`src/rtl/bor_pkg.sv`:
```
// shared constants, command and status types for the belady replacement cache
package bor_pkg;

  localparam int unsigned CapacityDef = 16;
  localparam int unsigned CfgW        = 5;
  localparam int unsigned ObjW        = 64;
  localparam int unsigned TimeW       = 32;
  localparam int unsigned CntW        = 32;

  localparam logic [CfgW-1:0] CfgReset = 5'd16;

  typedef enum logic [1:0] {
    ST_IDLE,
    ST_SCAN,
    ST_DRAIN,
    ST_COMMIT
  } state_e;

  typedef struct packed {
    logic load;
    logic scan;
    logic commit;
  } cmd_t;

  typedef struct packed {
    logic last_addr;
  } status_t;

endpackage

```
`src/rtl/bor_ctrl.sv`:
```
// controller state machine sequencing load, tag scan, drain and commit
module bor_ctrl import bor_pkg::*; (
  input  logic    clk_i,
  input  logic    rst_ni,
  input  logic    start_i,
  input  status_t status_i,
  output cmd_t    cmd_o,
  output logic    busy_o
);

  state_e state_q, state_d;

  always_ff @(posedge clk_i or negedge rst_ni) begin
    if (!rst_ni) begin
      state_q <= ST_IDLE;
    end else begin
      state_q <= state_d;
    end
  end

  always_comb begin
    state_d = state_q;
    cmd_o   = '0;
    busy_o  = 1'b1;
    case (state_q)
      ST_IDLE: begin
        busy_o = 1'b0;
        if (start_i) begin
          cmd_o.load = 1'b1;
          state_d    = ST_SCAN;
        end
      end
      ST_SCAN: begin
        cmd_o.scan = 1'b1;
        if (status_i.last_addr) begin
          state_d = ST_DRAIN;
        end
      end
      ST_DRAIN: begin
        state_d = ST_COMMIT;
      end
      ST_COMMIT: begin
        cmd_o.commit = 1'b1;
        state_d      = ST_IDLE;
      end
      default: begin
        state_d = ST_IDLE;
      end
    endcase
  end

endmodule

```
`src/rtl/bor_dp.sv`:
```
// datapath: entry memories, valid bits, scan registers, update and result registers
module bor_dp import bor_pkg::*; #(
  parameter int unsigned Capacity = CapacityDef
) (
  input  logic             clk_i,
  input  logic             rst_ni,
  input  cmd_t             cmd_i,
  output status_t          status_o,
  input  logic             cfg_we_i,
  input  logic [CfgW-1:0]  cfg_wdata_i,
  input  logic [ObjW-1:0]  object_id_i,
  input  logic [TimeW-1:0] next_use_time_i,
  output logic             done_o,
  output logic             hit_o,
  output logic             bypassed_o,
  output logic             evicted_o,
  output logic [ObjW-1:0]  evicted_id_o,
  output logic [CntW-1:0]  miss_total_o
);

  localparam int unsigned IdxW = (Capacity > 1) ? $clog2(Capacity) : 1;
  localparam int unsigned OccW = $clog2(Capacity + 1);
  localparam int unsigned CmpW = (OccW > CfgW) ? OccW : CfgW;
  localparam logic [IdxW-1:0] LastIdx = IdxW'(Capacity - 1);
  localparam logic [CmpW-1:0] CapMax  = CmpW'(Capacity);

  logic [ObjW-1:0]  obj_mem [Capacity];
  logic [TimeW-1:0] nu_mem  [Capacity];

  logic [CfgW-1:0]     cfg_q;
  logic [ObjW-1:0]     obj_q;
  logic [TimeW-1:0]    nu_q;
  logic [IdxW-1:0]     addr_q;
  logic [IdxW-1:0]     proc_idx_q;
  logic                proc_v_q;
  logic [ObjW-1:0]     obj_rd_q;
  logic [TimeW-1:0]    nu_rd_q;
  logic                match_found_q, far_found_q, free_found_q;
  logic [IdxW-1:0]     match_idx_q, far_idx_q, free_idx_q;
  logic [TimeW-1:0]    far_time_q;
  logic [ObjW-1:0]     far_obj_q;
  logic [Capacity-1:0] valid_q;
  logic [OccW-1:0]     occ_q;
  logic [CntW-1:0]     miss_q;

  logic            ent_valid, tag_eq, farther;
  logic [CmpW-1:0] cfg_ext, eff_cap, occ_ext;
  logic            full, evict_ok, do_insert, do_evict, do_bypass, wr_en;
  logic [IdxW-1:0] wr_addr;

  assign status_o.last_addr = (addr_q == LastIdx);

  // scan comparisons on the registered read data
  assign ent_valid = valid_q[proc_idx_q];
  assign tag_eq    = (obj_rd_q == obj_q);
  assign farther   = !far_found_q || (nu_rd_q > far_time_q);

  // update decision
  assign cfg_ext   = CmpW'(cfg_q);
  assign occ_ext   = CmpW'(occ_q);
  always_comb begin
    if (cfg_ext == '0) begin
      eff_cap = CmpW'(1);
    end else if (cfg_ext > CapMax) begin
      eff_cap = CapMax;
    end else begin
      eff_cap = cfg_ext;
    end
  end
  assign full      = (occ_ext >= eff_cap) || !free_found_q;
  assign evict_ok  = far_found_q && (far_time_q >= nu_q);
  assign do_insert = !match_found_q && !full;
  assign do_evict  = !match_found_q && full && evict_ok;
  assign do_bypass = !match_found_q && full && !evict_ok;
  assign wr_en     = cmd_i.commit && (match_found_q || do_insert || do_evict);

  always_comb begin
    if (match_found_q) begin
      wr_addr = match_idx_q;
    end else if (full) begin
      wr_addr = far_idx_q;
    end else begin
      wr_addr = free_idx_q;
    end
  end

  // entry memories, one read and one write port
  always_ff @(posedge clk_i) begin
    obj_rd_q <= obj_mem[addr_q];
    nu_rd_q  <= nu_mem[addr_q];
    if (wr_en) begin
      obj_mem[wr_addr] <= obj_q;
      nu_mem[wr_addr]  <= nu_q;
    end
  end

  // request and scan payload
  always_ff @(posedge clk_i) begin
    if (cmd_i.load) begin
      obj_q <= object_id_i;
      nu_q  <= next_use_time_i;
    end
    proc_idx_q <= addr_q;
    if (proc_v_q && ent_valid) begin
      if (!match_found_q && tag_eq) begin
        match_idx_q <= proc_idx_q;
      end
      if (farther) begin
        far_idx_q  <= proc_idx_q;
        far_time_q <= nu_rd_q;
        far_obj_q  <= obj_rd_q;
      end
    end
    if (proc_v_q && !ent_valid && !free_found_q) begin
      free_idx_q <= proc_idx_q;
    end
  end

  // control state
  always_ff @(posedge clk_i or negedge rst_ni) begin
    if (!rst_ni) begin
      cfg_q         <= CfgReset;
      addr_q        <= '0;
      proc_v_q      <= 1'b0;
      match_found_q <= 1'b0;
      far_found_q   <= 1'b0;
      free_found_q  <= 1'b0;
      valid_q       <= '0;
      occ_q         <= '0;
      miss_q        <= '0;
      done_o        <= 1'b0;
    end else begin
      if (cfg_we_i) begin
        cfg_q <= cfg_wdata_i;
      end
      done_o   <= cmd_i.commit;
      proc_v_q <= cmd_i.scan;
      if (cmd_i.load) begin
        addr_q        <= '0;
        match_found_q <= 1'b0;
        far_found_q   <= 1'b0;
        free_found_q  <= 1'b0;
      end else begin
        if (cmd_i.scan) begin
          addr_q <= status_o.last_addr ? '0 : addr_q + IdxW'(1);
        end
        if (proc_v_q && ent_valid) begin
          if (tag_eq) begin
            match_found_q <= 1'b1;
          end
          far_found_q <= 1'b1;
        end
        if (proc_v_q && !ent_valid) begin
          free_found_q <= 1'b1;
        end
      end
      if (cmd_i.commit) begin
        if (!match_found_q && (miss_q != '1)) begin
          miss_q <= miss_q + CntW'(1);
        end
        if (do_insert) begin
          valid_q[free_idx_q] <= 1'b1;
          occ_q               <= occ_q + OccW'(1);
        end
      end
    end
  end

  // result registers
  always_ff @(posedge clk_i) begin
    if (cmd_i.commit) begin
      hit_o        <= match_found_q;
      bypassed_o   <= do_bypass;
      evicted_o    <= do_evict;
      evicted_id_o <= do_evict ? far_obj_q : '0;
    end
  end

  assign miss_total_o = miss_q;

endmodule

```
`src/rtl/belady_optimal_replacement.sv`:
```
// top level of the fully associative cache with optimal replacement and bypass
//
// channel  | handshake                | payload
// ---------+--------------------------+------------------------------------------
// request  | start, busy              | object_id_i, next_use_time_i
// result   | done_o (one-cycle strobe)| hit_o, bypassed_o, evicted_o,
//          |                          | evicted_id_o, miss_total_o
// config   | cfg_we_i                 | cfg_wdata_i (capacity in use)
//
// a request is transferred when start is high and busy low; busy then stays high
// through one memory read per entry, the drain of the read register and the
// update, so the block takes no new request before it is through with the last.
// done_o rises in the cycle after the update and busy is low in that cycle.
// no clearing pass after reset: valid bits are cleared at once.
// the result receiver cannot stall, so results are never held.
module belady_optimal_replacement import bor_pkg::*; #(
  parameter int unsigned Capacity = CapacityDef
) (
  input  logic             clk_i,
  input  logic             rst_ni,
  input  logic             start,
  output logic             busy,
  input  logic [ObjW-1:0]  object_id_i,
  input  logic [TimeW-1:0] next_use_time_i,
  input  logic             cfg_we_i,
  input  logic [CfgW-1:0]  cfg_wdata_i,
  output logic             done_o,
  output logic             hit_o,
  output logic             bypassed_o,
  output logic             evicted_o,
  output logic [ObjW-1:0]  evicted_id_o,
  output logic [CntW-1:0]  miss_total_o
);

  cmd_t    cmd;
  status_t status;

  bor_ctrl u_ctrl (
    .clk_i    (clk_i),
    .rst_ni   (rst_ni),
    .start_i  (start),
    .status_i (status),
    .cmd_o    (cmd),
    .busy_o   (busy)
  );

  bor_dp #(
    .Capacity (Capacity)
  ) u_dp (
    .clk_i           (clk_i),
    .rst_ni          (rst_ni),
    .cmd_i           (cmd),
    .status_o        (status),
    .cfg_we_i        (cfg_we_i),
    .cfg_wdata_i     (cfg_wdata_i),
    .object_id_i     (object_id_i),
    .next_use_time_i (next_use_time_i),
    .done_o          (done_o),
    .hit_o           (hit_o),
    .bypassed_o      (bypassed_o),
    .evicted_o       (evicted_o),
    .evicted_id_o    (evicted_id_o),
    .miss_total_o    (miss_total_o)
  );

endmodule

```
`config.mk`:
```
export PLATFORM = sky130hd
export DESIGN_NAME = belady_optimal_replacement
export DESIGN_NICKNAME = d
export VERILOG_FILES = /design/src/rtl/bor_pkg.sv /design/src/rtl/bor_ctrl.sv /design/src/rtl/bor_dp.sv /design/src/rtl/belady_optimal_replacement.sv
export SDC_FILE = /design/constraint.sdc
export NUM_CORES = 2
export LEC_CHECK = 0
export BUFFER_PORTS_ARGS = -buffer_cell sky130_fd_sc_hd__buf_4
export CAP_MARGIN = 20
export CORE_ASPECT_RATIO = 0.6
export CORE_MARGIN = 2
export CORE_UTILIZATION = 56
export CTS_CLUSTER_DIAMETER = 150
export DETAILED_ROUTE_END_ITERATION = 10
export PLACE_DENSITY = 0.85
export SLEW_MARGIN = 20
export SYNTH_ARGS = -nofsm -noshare
export SYNTH_HDL_FRONTEND = slang
export SYNTH_SLANG_ARGS = --single-unit
```
`constraint.sdc`:
```
create_clock -name clk_i -period 10.3 [get_ports clk_i]
set_input_delay 1.03 -clock clk_i [delete_from_list [all_inputs] [get_ports clk_i]]
set_output_delay 1.03 -clock clk_i [all_outputs]
set_load 0.05 [all_outputs]
```
---- Word level (Yosys, flattened, before mapping) ----
Memory sizes are Yosys's and may differ from the RTL's. A register that Yosys moved wholly into a read port is not among the register bits.
Index checks and enable logic that the tools add are counted.
word-level totals
  bits in registers ....................... 344
  bits in writable memories ............... 1536
  input port bits ......................... 105
  output and inout bits ................... 101
  word-level logic and storage cells ...... 106
  memories ................................ 2
operators by class
  $add $sub $neg .......................... 3
  magnitude comparators ................... 7
  equal/unequal tests ..................... 8
  muxes and demuxes ....................... 28
  bitwise gates (word level) .............. 1
  reductions and logical operators ........ 34
memory list
  memory        depth  bits a word  read ports  clocked after memory_dff  write ports  line          source
  u_dp.obj_mem  16     64           1           1                         1            bor_dp.sv:27  logic [ObjW-1:0] obj_mem [Capacity];
  u_dp.nu_mem   16     32           1           1                         1            bor_dp.sv:28  logic [TimeW-1:0] nu_mem [Capacity];
operators with widths
  cell                     count
  $eq A64 B64 Y1           1
  $add A32 B1 Y32 const B  1
  $ge A32 B32 Y1           1
  $gt A32 B32 Y1           1
  $ne A32 B32 Y1 const B   1
  $mux W4                  5
  $mux W1                  16
  $or A16 B16 Y16          1
  $logic_and A1 B1 Y1      12
  $reduce_and A2 Y1        6
  $lt A4 B5 Y1 const B     2
  $mux W5                  2
  $pmux W2 S4              1
  $reduce_bool A2 Y1       4
  $logic_not A1 Y1         6
  $add A5 B1 Y5 const B    1
  $ge A5 B5 Y1             1
  $gt A5 B5 Y1 const B     1
  $logic_not A5 Y1         1
  $add A4 B1 Y4 const B    1
  $bmux W1 S4              1
  $demux W1 S4             1
  $eq A2 B2 Y1 const B     2
  $eq A4 B4 Y1 const B     1
  other kinds (7)          11

---- Logic depth before layout (Yosys ltp) ----
  depth after elaboration ................. 12
  depth in mapped cells ................... 11
  gate-level depth less buffers ........... 9

---- Hierarchy ----
Synthesis repeated with hierarchy kept, for this count alone.
second synthesis, totals
  cell total of the unflattened synthesis .. 3218
  area, all modules ....................... 73983.5 um^2
by module, submodules not included
  module    instances  cells an instance  area each (um^2)
  bor_dp    1          3202               73812.0
  bor_ctrl  1          16                 171.4

---- Worst setup path after synthesis ----
OpenSTA, ideal clock, no wires.
  path type ............................... reg2reg
  from .................................... register u_ctrl.state_q[0]
  to ...................................... memory u_dp.nu_mem[10][0], enable pin
  data arrival time ....................... 10142 ps
  data required time ...................... 9577 ps
  path slack .............................. -565 ps
  stages on the path, launching flop included .. 4
  path buffers ............................ 0
  period minus slack after synthesis ...... 10865 ps
  cell sequence ........................... dfrtp_1 ha_1 o311ai_0 a311oi_1
RTL lines
  item                    line            source
  from (decl)             bor_ctrl.sv:11  state_e state_q, state_d;
  from (signal assigned)  bor_ctrl.sv:17  state_q <= state_d;
  to (decl)               bor_dp.sv:28

---- Final worst setup path ----
  from .................................... register u_dp.nu_q[31]
  to ...................................... memory u_dp.nu_mem[4][31], enable pin
between the ends
  cells in the longest elaborated chain, start to end .. 7
ends and longest elaborated chain
  item                           line           source
  from (decl)                    bor_dp.sv:32   logic [TimeW-1:0] nu_q;
  from (signal assigned)         bor_dp.sv:101  nu_q <= next_use_time_i;
  $ge A32 B32 Y1                 bor_dp.sv:71   assign evict_ok = far_found_q && (far_time_q >= nu_q);
  $logic_and A1 B1 Y1            bor_dp.sv:71
  $logic_and A1 B1 Y1            bor_dp.sv:73   assign do_evict = !match_found_q && full && evict_ok;
  $logic_or A1 B1 Y1             bor_dp.sv:75   assign wr_en = cmd_i.commit && (match_found_q || do_insert || do_evict);
  $logic_and A1 B1 Y1            bor_dp.sv:75
  $mux W1                        bor_dp.sv:91   if (wr_en) begin
  $mux W1 (not written as such)  bor_dp.sv:93   nu_mem[wr_addr] <= nu_q;
Every way passes these cells.

==> impl_metrics.env <==
export IMPL_status="finished clean"
export IMPL_yosys_warnings=0
export IMPL_cpMostUsedCell="buf_4"
export IMPL_synth_main_ff_cell="edfxtp_1"
export IMPL_cts_buffers=162
export IMPL_synth_edf_count=1807
export IMPL_period_minus_slack_ns=5.61
export IMPL_crit_start="u_dp.nu_q[31]$_DFFE_PP_"
export IMPL_max_freq_mhz=178
export IMPL_critPathTopFamily="buffers and inverters"
export IMPL_postCtsHoldBufs=0
export IMPL_fp_coreArea_um2=132000
export IMPL_initial_core_util=0.566
export IMPL_synth_compound_area_share=0.0191
export IMPL_port_buffers=205
export IMPL_syn_avg_cell_area_um2=22.2
export IMPL_wl_um=193000
export IMPL_worst_path_buf_inv=4
export IMPL_synth_xor_area_frac=0.0116
export IMPL_syn_num_nets=3538
export IMPL_num_rows=103
export IMPL_slew_limit_headroom=0.232
export IMPL_stdcell_area_um2=84100
export IMPL_grt_pass1_wl_um=276000
export IMPL_synth_top_cell_by_area="edfxtp_1"
export IMPL_path_cells="inv_1, ha_1, nand2_1, or4_4, nor4_4, o31ai_4, buf_4, a311oi_4, buf_4, buf_4"
export IMPL_post_cts_resize_count=0
export IMPL_cts_tree="done"
export IMPL_critPathArrivalTime_ns=6.01
export IMPL_cp_start_kind="flip-flop"
export IMPL_r2r_start="u_dp.nu_q[31]$_DFFE_PP_"
export IMPL_crit_required_ns=10.70
export IMPL_power_density_nw_per_um2=260
export IMPL_drtIter0Drc=6398
export IMPL_criticalPathCategory="reg -> reg"
export IMPL_synth_common_cells="edfxtp_1 (1807), mux4_2 (482), inv_1 (139)"
export IMPL_synthCells=3356
export IMPL_drt_wirelength_per_cell_um=34.6
export IMPL_clkSinkCount=1976
export IMPL_grt_max_degree=131
export IMPL_cap_violations=0
export IMPL_finalCritPeriodShare=0.544
export IMPL_synth_mux_area_frac=0.147
export IMPL_finalMaxSlewViolations=0
export IMPL_ant_nets=0
export IMPL_clk_insertion_delay_late_ns=0.81
export IMPL_worst_slew_pin_slew_ns=1.15
export IMPL_synthSimpleGateAreaFrac=0.0165
export IMPL_drc=0
export IMPL_hpwl_um=100000
export IMPL_dieHeight_um=287
export IMPL_antenna_found_initial=12
export IMPL_die_x_um=475
export IMPL_total_power_mw=21.8
export IMPL_p_leak_nw=27.2
export IMPL_synth_yosys_seq_area_share=0.777
export IMPL_reg2reg_to="u_dp.nu_mem[4][31]$_DFFE_PP_"
export IMPL_cts_setup_buffers=0
export IMPL_synth_distinct_cells=67
export IMPL_utilization=0.638
export IMPL_critPathCaptureType="flip-flop"
export IMPL_synth_top_area_frac=0.727
export IMPL_synthArstFlopShare=0.0349
export IMPL_drtPass1Iterations=8
export IMPL_ir_drop_uv=227
export IMPL_num_io_pins=206
export IMPL_worst_r2r_path_depth=10
export IMPL_cp_slowest_cell="buf_4"
export IMPL_dieArea_um2=136000
export IMPL_grt_pass1_vias=37500
export IMPL_avgViaCountPerCell=6.77
export IMPL_yosysMostFrequentCell="edfxtp_1"
export IMPL_cpPeakStageDelay_ns=0.98
export IMPL_place_gp_congestion=0.845
export IMPL_nNetsFinal=3829
export IMPL_cp_max_fo=54
export IMPL_tns_ns=0
export IMPL_cts_root_buf="clkbuf_16"
export IMPL_place_area_um2=78700
export IMPL_rsz0062_at_grt="no"
export IMPL_syn_area_um2=74600
export IMPL_synthToLayoutAreaGrowth_pct=12.7
export IMPL_grt_usage=0.286
export IMPL_htreeDepth=4
export IMPL_fin_skew_ns=0.0303
export IMPL_via_count=37800
export IMPL_final_layout_size_suffix_gt1_frac=0.275
export IMPL_hold_violations=0
export IMPL_synth_fa_ha_area_frac=0.0129
export IMPL_synth_seq_cells=1976
export IMPL_yosys_top_cells_area="edfxtp_1 (73%), mux4_2 (15%), dfxtp_1 (2.7%), dfrtp_1 (2.3%), ha_1 (1.3%)"
export IMPL_hold_class="in -> async"
export IMPL_cts_path_max_buffers=3
export IMPL_r2r_setup_slack_ns=4.69
export IMPL_clkTransAtPathRegs_ns=0.07
export IMPL_synth_top_family_by_area="multiplexers"
export IMPL_setup_viol=0
export IMPL_overflow=0
-- worst max path at each step --
stage	end	slack, ns	depth (start not counted)
floorplan	u_dp.nu_mem[10][0]$_DFFE_PP_	-0.56	3
global placement	u_dp.obj_mem[5][23]$_DFFE_PP_	5.02	10
detailed placement	u_dp.nu_mem[4][26]$_DFFE_PP_	4.87	10
CTS	u_dp.obj_mem[4][8]$_DFFE_PP_	4.75	10
global route	u_dp.obj_mem[4][14]$_DFFE_PP_	4.55	10
finish	u_dp.nu_mem[4][31]$_DFFE_PP_	4.69	10
-- routing by layer --
layer / vias to the layer above / track usage / wire (µm) / share of wire
met2: 3292 / 0.440 / 90600 / 0.47
met5: - / 0 / 102 / 0.00053
met3: 450 / 0.0730 / 26200 / 0.14
li1: 14500 / - / - / -
met1: 19500 / 0.410 / 69500 / 0.36
met4: 16 / 0.0905 / 6340 / 0.033
-- per-stage QoR --
stage          setup WS, ns  instances  hold slack [ns]
3_3_place_gp           5.02       5267            0.426
2_1_floorplan        -0.565       3356            0.345
4_1_cts                4.75       5571            0.348
6_report               4.69       5574            0.359
3_5_place_dp           4.87       5267            0.430
5_1_grt                4.55       5573            0.384
-- where the power goes --
part           leakage, nW  internal, mW  switching [mW]  total, mW
Sequential            18.1          9.89           0.879       10.8
Clock                 2.64          3.46            2.93       6.39
Combinational         6.46          1.98            2.70       4.68
-- kinds of logic after synthesis --
kind of cell,Yosys count
compound gates,197
xor+xnor,99
fa+ha+maj,77
buf+inv,282
flops,1976
mux,495
simple gates,230
-- registers in the layout (all words and copies together) (netlist names), 16 cells and up --
signal / flops
u_dp.nu_rd_q: 32
u_dp.obj_q: 64
u_dp.obj_mem: 1024
u_dp.obj_rd_q: 64
u_dp.nu_q: 32
u_dp.miss_total_o: 32
u_dp.far_obj_q: 64
u_dp.valid_q: 16
u_dp.far_time_q: 32
u_dp.nu_mem: 512
u_dp.evicted_id_o: 64
-- cell usage in the layout (no fill, tap or decap), types with 13 or more instances in the layout --
cell,n
a21oi_1,31
bufinv_16,13
a211oi_1,67
nor2b_1,13
dfxtp_1,100
dfrtp_1,64
mux4_2,482
inv_1,138
nor2_1,27
buf_4,260
o21ai_0,19
nand2_1,56
clkinv_2,31
clkbuf_16,167
nand3_1,31
clkbuf_8,18
ha_1,76
clkbuf_1,39
nor3_1,13
a311oi_4,16
clkinv_1,17
xnor2_1,88
nand4_1,35
edfxtp_1,1807
-- worst reg2reg max path, delay by kind of cell (launching register included) --
| kind | cells | cell delay (ns) |
|---|---|---|
| buf+inv | 4 | 2.26 |
| simple gates | 3 | 1.28 |
| flops | 1 | 0.70 |
| compound gates | 2 | 0.58 |
| fa+ha+maj | 1 | 0.34 |
-- final cells by class --
class | count | area (µm²)
tap | 1785 | 2230
timing repair buffer | 269 | 2130
clock buffer | 224 | 4570
multi-input combinational | 1098 | 15800
fill | 8029 | 47700
inverter | 140 | 531
antenna | 2 | 5.00
clock inverter | 80 | 823
sequential | 1976 | 58000
Note: power is estimated with default switching activity, not from simulation.
